$ cat src/cic_pkg.sv
package cic_pkg;

  localparam int SLOT_W          = 6;
  localparam int ID_W            = 16;
  localparam int FLEN_W          = 7;
  localparam logic [FLEN_W-1:0] FLEN_RST = 7'd64;
  localparam int DEF_MAX_SLOTS   = 64;
  localparam int DEF_MAX_PACKETS = 32;

  typedef enum logic {
    REQ_ADD = 1'b0,
    REQ_EOF = 1'b1
  } req_e;

  // request word as classified by the front end
  typedef struct packed {
    req_e              req;
    logic [ID_W-1:0]   id;
    logic [SLOT_W-1:0] sa;
    logic [SLOT_W-1:0] sb;
    logic              slot_ok;
  } cmd_t;

  // result word
  typedef struct packed {
    logic            valid;
    logic [ID_W-1:0] id;
    logic            ovf;
    logic            last;
  } res_t;

  typedef enum logic [3:0] {
    ST_CLR,
    ST_IDLE,
    ST_RD_A,
    ST_WR_A,
    ST_RD_B,
    ST_WR_B,
    ST_SRD,
    ST_SCHK,
    ST_TB,
    ST_FIN
  } eng_e;

endpackage

$ cat src/cic_fifo.sv
module cic_fifo import cic_pkg::*; #(
  parameter int W = 8
) (
  input  logic         clk_i,
  input  logic         rst_ni,
  input  logic         wr_en_i,
  input  logic [W-1:0] wr_data_i,
  output logic         full_o,
  input  logic         rd_en_i,
  output logic [W-1:0] rd_data_o,
  output logic         empty_o
);

  logic [W-1:0] mem_q [2];
  logic         wp_q, rp_q;
  logic [1:0]   cnt_q;
  logic         do_wr, do_rd;

  assign full_o    = (cnt_q == 2'd2);
  assign empty_o   = (cnt_q == 2'd0);
  assign do_wr     = wr_en_i && !full_o;
  assign do_rd     = rd_en_i && !empty_o;
  assign rd_data_o = mem_q[rp_q];

  always_ff @(posedge clk_i or negedge rst_ni) begin
    if (!rst_ni) begin
      wp_q  <= 1'b0;
      rp_q  <= 1'b0;
      cnt_q <= 2'd0;
    end else begin
      if (do_wr) wp_q <= !wp_q;
      if (do_rd) rp_q <= !rp_q;
      if (do_wr && !do_rd) cnt_q <= cnt_q + 2'd1;
      else if (do_rd && !do_wr) cnt_q <= cnt_q - 2'd1;
    end
  end

  always_ff @(posedge clk_i) begin
    if (do_wr) mem_q[wp_q] <= wr_data_i;
  end

endmodule

$ cat src/cic_front.sv
module cic_front import cic_pkg::*; #(
  parameter int MAX_SLOTS = DEF_MAX_SLOTS
) (
  input  logic              clk_i,
  input  logic              rst_ni,
  input  logic              push,
  output logic              full,
  input  logic              req_type_i,
  input  logic [ID_W-1:0]   packet_id_i,
  input  logic [SLOT_W-1:0] slot_a_i,
  input  logic [SLOT_W-1:0] slot_b_i,
  output cmd_t              cmd_o,
  output logic              cmd_valid_o,
  input  logic              cmd_pop_i
);

  cmd_t cmd_in;
  logic cmd_empty;

  // slots outside the store make the add a no-op
  always_comb begin
    cmd_in.req     = req_e'(req_type_i);
    cmd_in.id      = packet_id_i;
    cmd_in.sa      = slot_a_i;
    cmd_in.sb      = slot_b_i;
    cmd_in.slot_ok = (32'(slot_a_i) < MAX_SLOTS) && (32'(slot_b_i) < MAX_SLOTS);
  end

  cic_fifo #(.W($bits(cmd_t))) u_cmdq (
    .clk_i     (clk_i),
    .rst_ni    (rst_ni),
    .wr_en_i   (push),
    .wr_data_i (cmd_in),
    .full_o    (full),
    .rd_en_i   (cmd_pop_i),
    .rd_data_o (cmd_o),
    .empty_o   (cmd_empty)
  );

  assign cmd_valid_o = !cmd_empty;

endmodule

$ cat src/cic_back.sv
module cic_back import cic_pkg::*; #(
  parameter int MAX_SLOTS   = DEF_MAX_SLOTS,
  parameter int MAX_PACKETS = DEF_MAX_PACKETS
) (
  input  logic              clk_i,
  input  logic              rst_ni,
  input  logic [FLEN_W-1:0] frame_len_i,
  input  cmd_t              cmd_i,
  input  logic              cmd_valid_i,
  output logic              cmd_pop_o,
  output res_t              res_o,
  output logic              res_push_o,
  input  logic              res_full_i
);

  localparam int SW = (MAX_SLOTS > 1) ? $clog2(MAX_SLOTS) : 1;
  localparam int KW = (MAX_PACKETS > 1) ? $clog2(MAX_PACKETS) : 1;
  localparam int CW = $clog2(2 * MAX_PACKETS + 1);
  localparam int FW = $clog2(MAX_PACKETS + 1);
  localparam int LW = (SW + 1 > FLEN_W) ? SW + 1 : FLEN_W;
  localparam int EW = CW + KW;
  localparam int TW = ID_W + 2 * SW;

  // slot store: replica count and xor of owning entry indexes
  logic [EW-1:0] smem [MAX_SLOTS];
  logic [EW-1:0] srd_q;
  logic [SW-1:0] s_raddr, s_waddr;
  logic [EW-1:0] s_wdata;
  logic          s_we;

  // packet table: id and both slots
  logic [TW-1:0] tmem [MAX_PACKETS];
  logic [TW-1:0] tb_q;
  logic [KW-1:0] t_raddr, t_waddr;
  logic [TW-1:0] t_wdata;
  logic          t_we;

  eng_e            state_q, state_d;
  logic [SW-1:0]   idx_q, idx_d;
  logic [SW-1:0]   sa_q, sa_d, sb_q, sb_d;
  logic [KW-1:0]   own_q, own_d;
  logic [FW-1:0]   fill_q, fill_d;
  logic            any_q, any_d;
  logic            ovf_q, ovf_d;
  logic            rem_q, rem_d;
  logic            pend_v_q, pend_v_d;
  logic [ID_W-1:0] pend_id_q, pend_id_d;
  logic            adv;

  logic [CW-1:0]   srd_cnt, upd_cnt;
  logic [KW-1:0]   srd_own;
  logic [LW-1:0]   limit, idx_nxt, fl_ext;

  assign srd_cnt = srd_q[EW-1:KW];
  assign srd_own = srd_q[KW-1:0];
  assign fl_ext  = LW'(frame_len_i);
  assign limit   = (fl_ext > LW'(MAX_SLOTS)) ? LW'(MAX_SLOTS) : fl_ext;
  assign idx_nxt = LW'(idx_q) + LW'(1);

  always_comb begin
    if (!rem_q) upd_cnt = srd_cnt + CW'(1);
    else if (srd_cnt != '0) upd_cnt = srd_cnt - CW'(1);
    else upd_cnt = srd_cnt;
  end

  always_ff @(posedge clk_i) begin
    srd_q <= smem[s_raddr];
    if (s_we) smem[s_waddr] <= s_wdata;
    tb_q <= tmem[t_raddr];
    if (t_we) tmem[t_waddr] <= t_wdata;
  end

  always_ff @(posedge clk_i or negedge rst_ni) begin
    if (!rst_ni) begin
      state_q  <= ST_CLR;
      idx_q    <= '0;
      fill_q   <= '0;
      any_q    <= 1'b0;
      ovf_q    <= 1'b0;
      rem_q    <= 1'b0;
      pend_v_q <= 1'b0;
    end else begin
      state_q  <= state_d;
      idx_q    <= idx_d;
      fill_q   <= fill_d;
      any_q    <= any_d;
      ovf_q    <= ovf_d;
      rem_q    <= rem_d;
      pend_v_q <= pend_v_d;
    end
  end

  always_ff @(posedge clk_i) begin
    sa_q      <= sa_d;
    sb_q      <= sb_d;
    own_q     <= own_d;
    pend_id_q <= pend_id_d;
  end

  always_comb begin
    state_d    = state_q;
    idx_d      = idx_q;
    sa_d       = sa_q;
    sb_d       = sb_q;
    own_d      = own_q;
    fill_d     = fill_q;
    any_d      = any_q;
    ovf_d      = ovf_q;
    rem_d      = rem_q;
    pend_v_d   = pend_v_q;
    pend_id_d  = pend_id_q;
    adv        = 1'b0;
    cmd_pop_o  = 1'b0;
    res_push_o = 1'b0;
    res_o      = '0;
    s_raddr    = idx_q;
    s_we       = 1'b0;
    s_waddr    = idx_q;
    s_wdata    = '0;
    t_raddr    = own_q;
    t_we       = 1'b0;
    t_waddr    = fill_q[KW-1:0];
    t_wdata    = {cmd_i.id, SW'(cmd_i.sa), SW'(cmd_i.sb)};

    case (state_q)
      ST_CLR: begin
        s_we     = 1'b1;
        fill_d   = '0;
        ovf_d    = 1'b0;
        pend_v_d = 1'b0;
        if (idx_q == SW'(MAX_SLOTS - 1)) begin
          idx_d   = '0;
          state_d = ST_IDLE;
        end else begin
          idx_d = idx_q + SW'(1);
        end
      end
      ST_IDLE: begin
        if (cmd_valid_i) begin
          cmd_pop_o = 1'b1;
          if (cmd_i.req == REQ_ADD) begin
            if (!cmd_i.slot_ok) begin
              state_d = ST_IDLE;
            end else if (fill_q == FW'(MAX_PACKETS)) begin
              ovf_d = 1'b1;
            end else begin
              t_we    = 1'b1;
              own_d   = fill_q[KW-1:0];
              sa_d    = SW'(cmd_i.sa);
              sb_d    = SW'(cmd_i.sb);
              rem_d   = 1'b0;
              state_d = ST_RD_A;
            end
          end else begin
            idx_d = '0;
            any_d = 1'b0;
            if (fill_q == '0 || limit == '0) state_d = ST_FIN;
            else state_d = ST_SRD;
          end
        end
      end
      ST_RD_A: begin
        s_raddr = sa_q;
        state_d = ST_WR_A;
      end
      ST_WR_A: begin
        s_we    = 1'b1;
        s_waddr = sa_q;
        s_wdata = {upd_cnt, srd_own ^ own_q};
        state_d = ST_RD_B;
      end
      ST_RD_B: begin
        s_raddr = sb_q;
        state_d = ST_WR_B;
      end
      ST_WR_B: begin
        s_we    = 1'b1;
        s_waddr = sb_q;
        s_wdata = {upd_cnt, srd_own ^ own_q};
        if (rem_q) begin
          fill_d = fill_q - FW'(1);
          any_d  = 1'b1;
          adv    = 1'b1;
        end else begin
          fill_d  = fill_q + FW'(1);
          state_d = ST_IDLE;
        end
      end
      ST_SRD: begin
        state_d = ST_SCHK;
      end
      ST_SCHK: begin
        if (srd_cnt == CW'(1)) begin
          t_raddr = srd_own;
          own_d   = srd_own;
          state_d = ST_TB;
        end else begin
          adv = 1'b1;
        end
      end
      ST_TB: begin
        // the previous resolved packet goes out once we know it is not the last
        if (!(pend_v_q && res_full_i)) begin
          if (pend_v_q) begin
            res_push_o = 1'b1;
            res_o      = '{valid: 1'b1, id: pend_id_q, ovf: ovf_q, last: 1'b0};
          end
          pend_v_d  = 1'b1;
          pend_id_d = tb_q[TW-1:2*SW];
          sa_d      = tb_q[2*SW-1:SW];
          sb_d      = tb_q[SW-1:0];
          rem_d     = 1'b1;
          state_d   = ST_RD_A;
        end
      end
      ST_FIN: begin
        if (!res_full_i) begin
          res_push_o = 1'b1;
          res_o      = '{valid: pend_v_q, id: pend_v_q ? pend_id_q : '0,
                         ovf: ovf_q, last: 1'b1};
          idx_d      = '0;
          state_d    = ST_CLR;
        end
      end
      default: begin
        state_d = ST_CLR;
        idx_d   = '0;
      end
    endcase

    // step to the next slot, or start another pass, or finish
    if (adv) begin
      if (idx_nxt == limit) begin
        idx_d = '0;
        if (any_d && fill_d != '0) begin
          any_d   = 1'b0;
          state_d = ST_SRD;
        end else begin
          state_d = ST_FIN;
        end
      end else begin
        idx_d   = idx_nxt[SW-1:0];
        state_d = ST_SRD;
      end
    end
  end

endmodule

$ cat src/crdsa_interference_cancel.sv
// Successive interference cancellation for one CRDSA frame. Add words (req_type 0) store a
// packet id with the two slots that carry its replicas and give no result; an add whose slot
// lies outside the store is dropped, and one that finds the table full is dropped and
// flagged. An end-of-frame word (req_type 1) sweeps slots 0 to frame_length-1 (capped at
// MAX_SLOTS) again and again; every slot holding exactly one replica yields that packet's id,
// and both of its replicas are taken out at once. The run gives one result word per resolved
// packet, in resolution order, with last_of_run on the final one, or a single word with
// resolved_valid low when nothing resolves; overflow_seen reports adds dropped because the
// table was full. The store is then cleared. In the engine an add reads and then writes the
// slot store for each of its two slots. A run takes the word, visits the slots in turn,
// removes each resolved packet the same way an add stores it, and makes at most one pass
// more than packets resolved; it then posts the last word (waiting while the result queue
// is full) and makes a clearing pass over the slot memory, which also runs after reset. The
// slot memory has one read and one write port, and every replica update is a read followed
// by a write. A two-word queue on each side lets the sender and receiver run ahead of or behind the engine.
module crdsa_interference_cancel import cic_pkg::*; #(
  parameter int MAX_SLOTS   = DEF_MAX_SLOTS,
  parameter int MAX_PACKETS = DEF_MAX_PACKETS
) (
  input  logic              clk_i,
  input  logic              rst_ni,
  // configuration
  input  logic              cfg_we_i,
  input  logic [FLEN_W-1:0] cfg_wdata_i,
  // request side
  input  logic              push,
  output logic              full,
  input  logic              req_type_i,
  input  logic [ID_W-1:0]   packet_id_i,
  input  logic [SLOT_W-1:0] slot_a_i,
  input  logic [SLOT_W-1:0] slot_b_i,
  // result side
  output logic              empty,
  input  logic              pop,
  output logic              resolved_valid_o,
  output logic [ID_W-1:0]   resolved_id_o,
  output logic              overflow_seen_o,
  output logic              last_of_run_o
);

  logic [FLEN_W-1:0] frame_len_q;
  cmd_t              cmd;
  logic              cmd_valid, cmd_pop;
  res_t              res_in, res_out;
  logic              res_push, res_full;

  // frame length register
  always_ff @(posedge clk_i or negedge rst_ni) begin
    if (!rst_ni) begin
      frame_len_q <= FLEN_RST;
    end else if (cfg_we_i) begin
      frame_len_q <= cfg_wdata_i;
    end
  end

  // front end: takes request words and checks slot range
  cic_front #(.MAX_SLOTS(MAX_SLOTS)) u_front (
    .clk_i       (clk_i),
    .rst_ni      (rst_ni),
    .push        (push),
    .full        (full),
    .req_type_i  (req_type_i),
    .packet_id_i (packet_id_i),
    .slot_a_i    (slot_a_i),
    .slot_b_i    (slot_b_i),
    .cmd_o       (cmd),
    .cmd_valid_o (cmd_valid),
    .cmd_pop_i   (cmd_pop)
  );

  // engine: store, peeling sweeps and clearing
  cic_back #(.MAX_SLOTS(MAX_SLOTS), .MAX_PACKETS(MAX_PACKETS)) u_back (
    .clk_i       (clk_i),
    .rst_ni      (rst_ni),
    .frame_len_i (frame_len_q),
    .cmd_i       (cmd),
    .cmd_valid_i (cmd_valid),
    .cmd_pop_o   (cmd_pop),
    .res_o       (res_in),
    .res_push_o  (res_push),
    .res_full_i  (res_full)
  );

  // result queue decouples the engine from the receiver
  cic_fifo #(.W($bits(res_t))) u_resq (
    .clk_i     (clk_i),
    .rst_ni    (rst_ni),
    .wr_en_i   (res_push),
    .wr_data_i (res_in),
    .full_o    (res_full),
    .rd_en_i   (pop),
    .rd_data_o (res_out),
    .empty_o   (empty)
  );

  assign resolved_valid_o = res_out.valid;
  assign resolved_id_o    = res_out.id;
  assign overflow_seen_o  = res_out.ovf;
  assign last_of_run_o    = res_out.last;

endmodule

$ cat config.mk
export PLATFORM = sky130hd
export DESIGN_NAME = crdsa_interference_cancel
export DESIGN_NICKNAME = d
export VERILOG_FILES = /design/src/cic_pkg.sv /design/src/cic_fifo.sv /design/src/cic_front.sv /design/src/cic_back.sv /design/src/crdsa_interference_cancel.sv
export SDC_FILE = /design/constraint.sdc
export NUM_CORES = 2
export LEC_CHECK = 0
export ABC_AREA = 1
export BUFFER_PORTS_ARGS = -buffer_cell sky130_fd_sc_hd__buf_2
export CORE_MARGIN = 2
export CORE_UTILIZATION = 38
export CTS_CLUSTER_DIAMETER = 120
export DETAILED_ROUTE_END_ITERATION = 8
export GPL_ROUTABILITY_DRIVEN = 0
export GPL_TIMING_DRIVEN = 0
export PLACE_DENSITY_LB_ADDON = 0.05
export SYNTH_ARGS = -nofsm -noshare
export SYNTH_HDL_FRONTEND = slang
export SYNTH_HIERARCHICAL = 1
export SYNTH_SLANG_ARGS = --single-unit
$ cat constraint.sdc
create_clock -name clk_i -period 4.4 [get_ports clk_i]
set_input_delay 0.44 -clock clk_i [delete_from_list [all_inputs] [get_ports clk_i]]
set_output_delay 0.44 -clock clk_i [all_outputs]
set_load 0.1 [all_outputs]
==> flow_summary.ini <==
[critical_path]
cpPeakStageDelay_ns = 1.14
worstPathCellList = nor2_4, inv_2, nor2_1, nor2_2, a21oi_2, nand4_1, nor2_1
cp_max_fo = 12
endpoint_kind = flop
path_delay_family = simple AND/OR/NAND/NOR gates
critPathKind = flop to flop
r2r_cells = 7
crit_top_cell = nor2_1
start_kind = flop
arrival_ns = 4.76
critical_path_required_ns = 4.85
path_depth = 7
critPathBufInv = 1
cp_slowest_cell = nor2_1

[clock_network]
cts_buffers = 208
cts_max_level = 4
clk_pin_slew_ns = 0.06
cts_tree = built
cts.sinks = 1870
clockBufferDepth = 3
insertion_delay_ns = 0.85
cts_setup_buffers = 0
cts_root_buffer = clkbuf_16

[timing]
period_share = 0.981
finalCriticalPeriod_ns = 4.32
drv_slew = 0
fmax_mhz = 232
setup_slack_ns = 0.0816
rsz0062_at_grt = no
setup_violations = 0
slew_headroom = 0.0737
final.setup_skew_ns = 0.0224
hold_violations = 0
tightest_slew_ns = 1.38

[global_route]
use_met2 = 0.450
met1_usage = 0.325
grt-busiest-layer = met2
antenna_found_initial = 8
grtUsageTotal = 0.258
grt_overflow_total = 0
grt_pass1_wl_um = 401000
grt_pass1_vias = 54300
met3_usage = 0.0308
grt_max_degree = 49

[power]
p_sw_w = 0.00843
clkPwrFrac = 0.439
p_per_area_nw_per_um2 = 403
p_sw_frac = 0.221
combPwrFrac = 0.038
peakVddDrop_mv = 0.422
p_int_w = 0.0297
cellLeakagePower_nw = 38.2
power.share.sequential = 0.523

[detailed_routing]
ant_nets = 0
first_pass_iters = 8
drt_iter0_markers = 5550
post_drt_via_cell_ratio = 5.06
vias = 56900
avgRoutedWirePerCell_um = 25.3
routed_wl_um = 285000
drc = 0

[placed_design]
dp_hpwl_um = 201000
post-place-ws_ns = -0.0688
io_buffer_count = 60

[synthesis]
synth_top_flop_cell = edfxtp_1
synth_area_um2 = 81200
yosysSeqAreaShare = 0.684
yosysWarnings = 6
synth-edff-count = 1795
ys_async_sr_fraction = 0.0187
syn_avg_cell_area_um2 = 10.4
yosysUniqueCellTypes = 46
synth_cells = 7795
ys_seq_elements = 1870

[floorplan]
dieArea_um2 = 217000
coreArea_um2 = 212000
die_w_um = 466
row_count = 169
start_util = 0.383
boundaryPins = 62
die_h_um = 466

[final_layout]
area_delta_synth_final_pct = 16.7
num-nets-final = 8293
multi_input_area_um2 = 19700
fill_cells = 20200
layout-drive-gt1-share = 0.114
fin_util = 0.446
seq_area_um2 = 55600

[job]
maxCapViolCount = 0

[outcome]
status = finished, final reports clean

[worst_hold_path]
hold_path_class = input port to asynchronous set/reset pin
==> cells by family after synthesis <==
| logic type | count (synthesis) | synth area share |
|---|---|---|
| AOI/OAI and AO/OA | 93 | 0.00684 |
| xor gates and xnor gates | 17 | 0.00183 |
| adders and majority gates | 11 | 0.00179 |
| buffers and inverters | 1617 | 0.0808 |
| DFF | 1870 | 0.684 |
| other | 1 | 0.0000462 |
| and+or+nand+nor | 4186 | 0.224 |
==> final timing paths <==
check	from	end	slack, ns
worst max-delay path	u_back/state_q[3]	u_back/smem[52][6]	0.08
worst min-delay path	rst_ni	u_front/u_cmdq/wp_q	0.27
worst max register to register	u_back/state_q[3]	u_back/smem[52][6]	0.08
worst min register to register	u_back/tb_q[19]	u_back/pend_id_q[7]	0.40
max in group asynchronous	rst_ni	u_back/pend_v_q	3.56
min in group clk_i	req_type_i	u_front/u_cmdq/mem_q[1][29]	0.34
==> worst reg2reg max path, cell delays in order, from the launching register on <==
cell and delay, ns:
dfrtp_1 0.45, nor2_4 0.20, inv_2 0.06, nor2_1 0.25
nor2_2 0.16, a21oi_2 0.73, nand4_1 0.93, nor2_1 1.14
==> repair_timing <==
item	CTS	global route
hold endpoints to repair	101	0
setup endpoints to repair	48	66
hold buffers	53	0
resized for setup	1	7
pin swaps	2	0
==> per-stage QoR <==
stage                     TNS [ns]  hold slack [ns]  instances  cell area, um2  power (W)
final                            0            0.267      11200           94800     0.0382
after global routing             0            0.291      11200           94800     0.0392
after CTS                        0            0.249      11200           94700     0.0386
after detailed placement     -1.94            0.389      10800           87700     0.0218
after global placement    -3498.93            0.395      10700           85100     0.0216
after floorplan                  0            0.144       7796           81200     0.0208
==> synthesized netlist by cell type (2+ instances only) <==
library cell / n / area (um2)
a211oi_1: 5 / 37.5
a21oi_1: 26 / 130
a21oi_2: 6 / 52.6
buf_1: 26 / 97.6
buf_2: 280 / 1400
buf_4: 31 / 233
buf_6: 3 / 33.8
clkbuf_1: 74 / 278
dfrtp_1: 34 / 851
dfxtp_1: 40 / 801
edfxtp_1: 1795 / 53900
ha_1: 10 / 125
inv_1: 1180 / 4430
inv_2: 23 / 86.3
nand2_1: 2253 / 8460
nand2_2: 7 / 43.8
nand3_1: 1672 / 8370
nand3_2: 4 / 40.0
nand3b_1: 53 / 398
nand4_1: 15 / 93.8
nor2_1: 135 / 507
nor2_2: 10 / 62.6
nor2_4: 2 / 22.5
nor3_1: 10 / 50.1
nor3b_1: 16 / 120
nor4_1: 7 / 43.8
o21ai_0: 28 / 140
o21ai_1: 5 / 25.0
o21ai_2: 2 / 17.5
o22ai_1: 12 / 75.1
xnor2_1: 7 / 61.3
xor2_1: 10 / 87.6
==> flip-flops by register name, indices dropped and copies added (netlist names), 7 cells and up <==
| signal | cells |
|---|---|
| frame_len_q | 7 |
| u_back/pend_id_q | 16 |
| u_back/smem | 768 |
| u_back/srd_q | 12 |
| u_back/tb_q | 28 |
| u_back/tmem | 896 |
| u_front/u_cmdq/mem_q | 60 |
| u_resq/mem_q | 38 |
==> cell usage in the layout, fill, tap and decap left out, drive strengths merged, types with 35 or more instances in the layout <==
cell	instances
clkinv	86
dlygate4sd3	53
dfxtp	40
clkbuf	346
inv	1213
nand3	1676
buf	522
nand2	2260
nand3b	53
edfxtp	1795
nor2	147
o21ai	35
==> layer usage <==
metal  vias to the layer above  part of all wire
met5                         -                 0
met4                         0             0.046
met3                       462             0.047
met2                      1742              0.50
li1                      26700                 -
met1                     28000              0.41
==> power groups by stage <==
stage	Clock, W	Combinational (W)	Sequential [W]
6_report	0.0168	0.00143	0.0200
4_1_cts	0.0171	0.00147	0.0200
3_5_place_dp	0	0.00143	0.0203
2_1_floorplan	0	0.000442	0.0203
3_3_place_gp	0	0.00117	0.0204
5_1_grt	0.0178	0.00151	0.0200
==> cell type report <==
cell class | instances | area share
flip-flops and latches | 1870 | 0.586
multi-input cells | 4309 | 0.208
clock buffers | 272 | 0.0591
inverters | 1203 | 0.0476
well taps | 2821 | 0.0372
repair buffers | 235 | 0.0315
plain buffers | 414 | 0.0216
clock inverters | 111 | 0.00898
diodes | 3 | 0.0000792
Power figures use the tool's default switching activity.
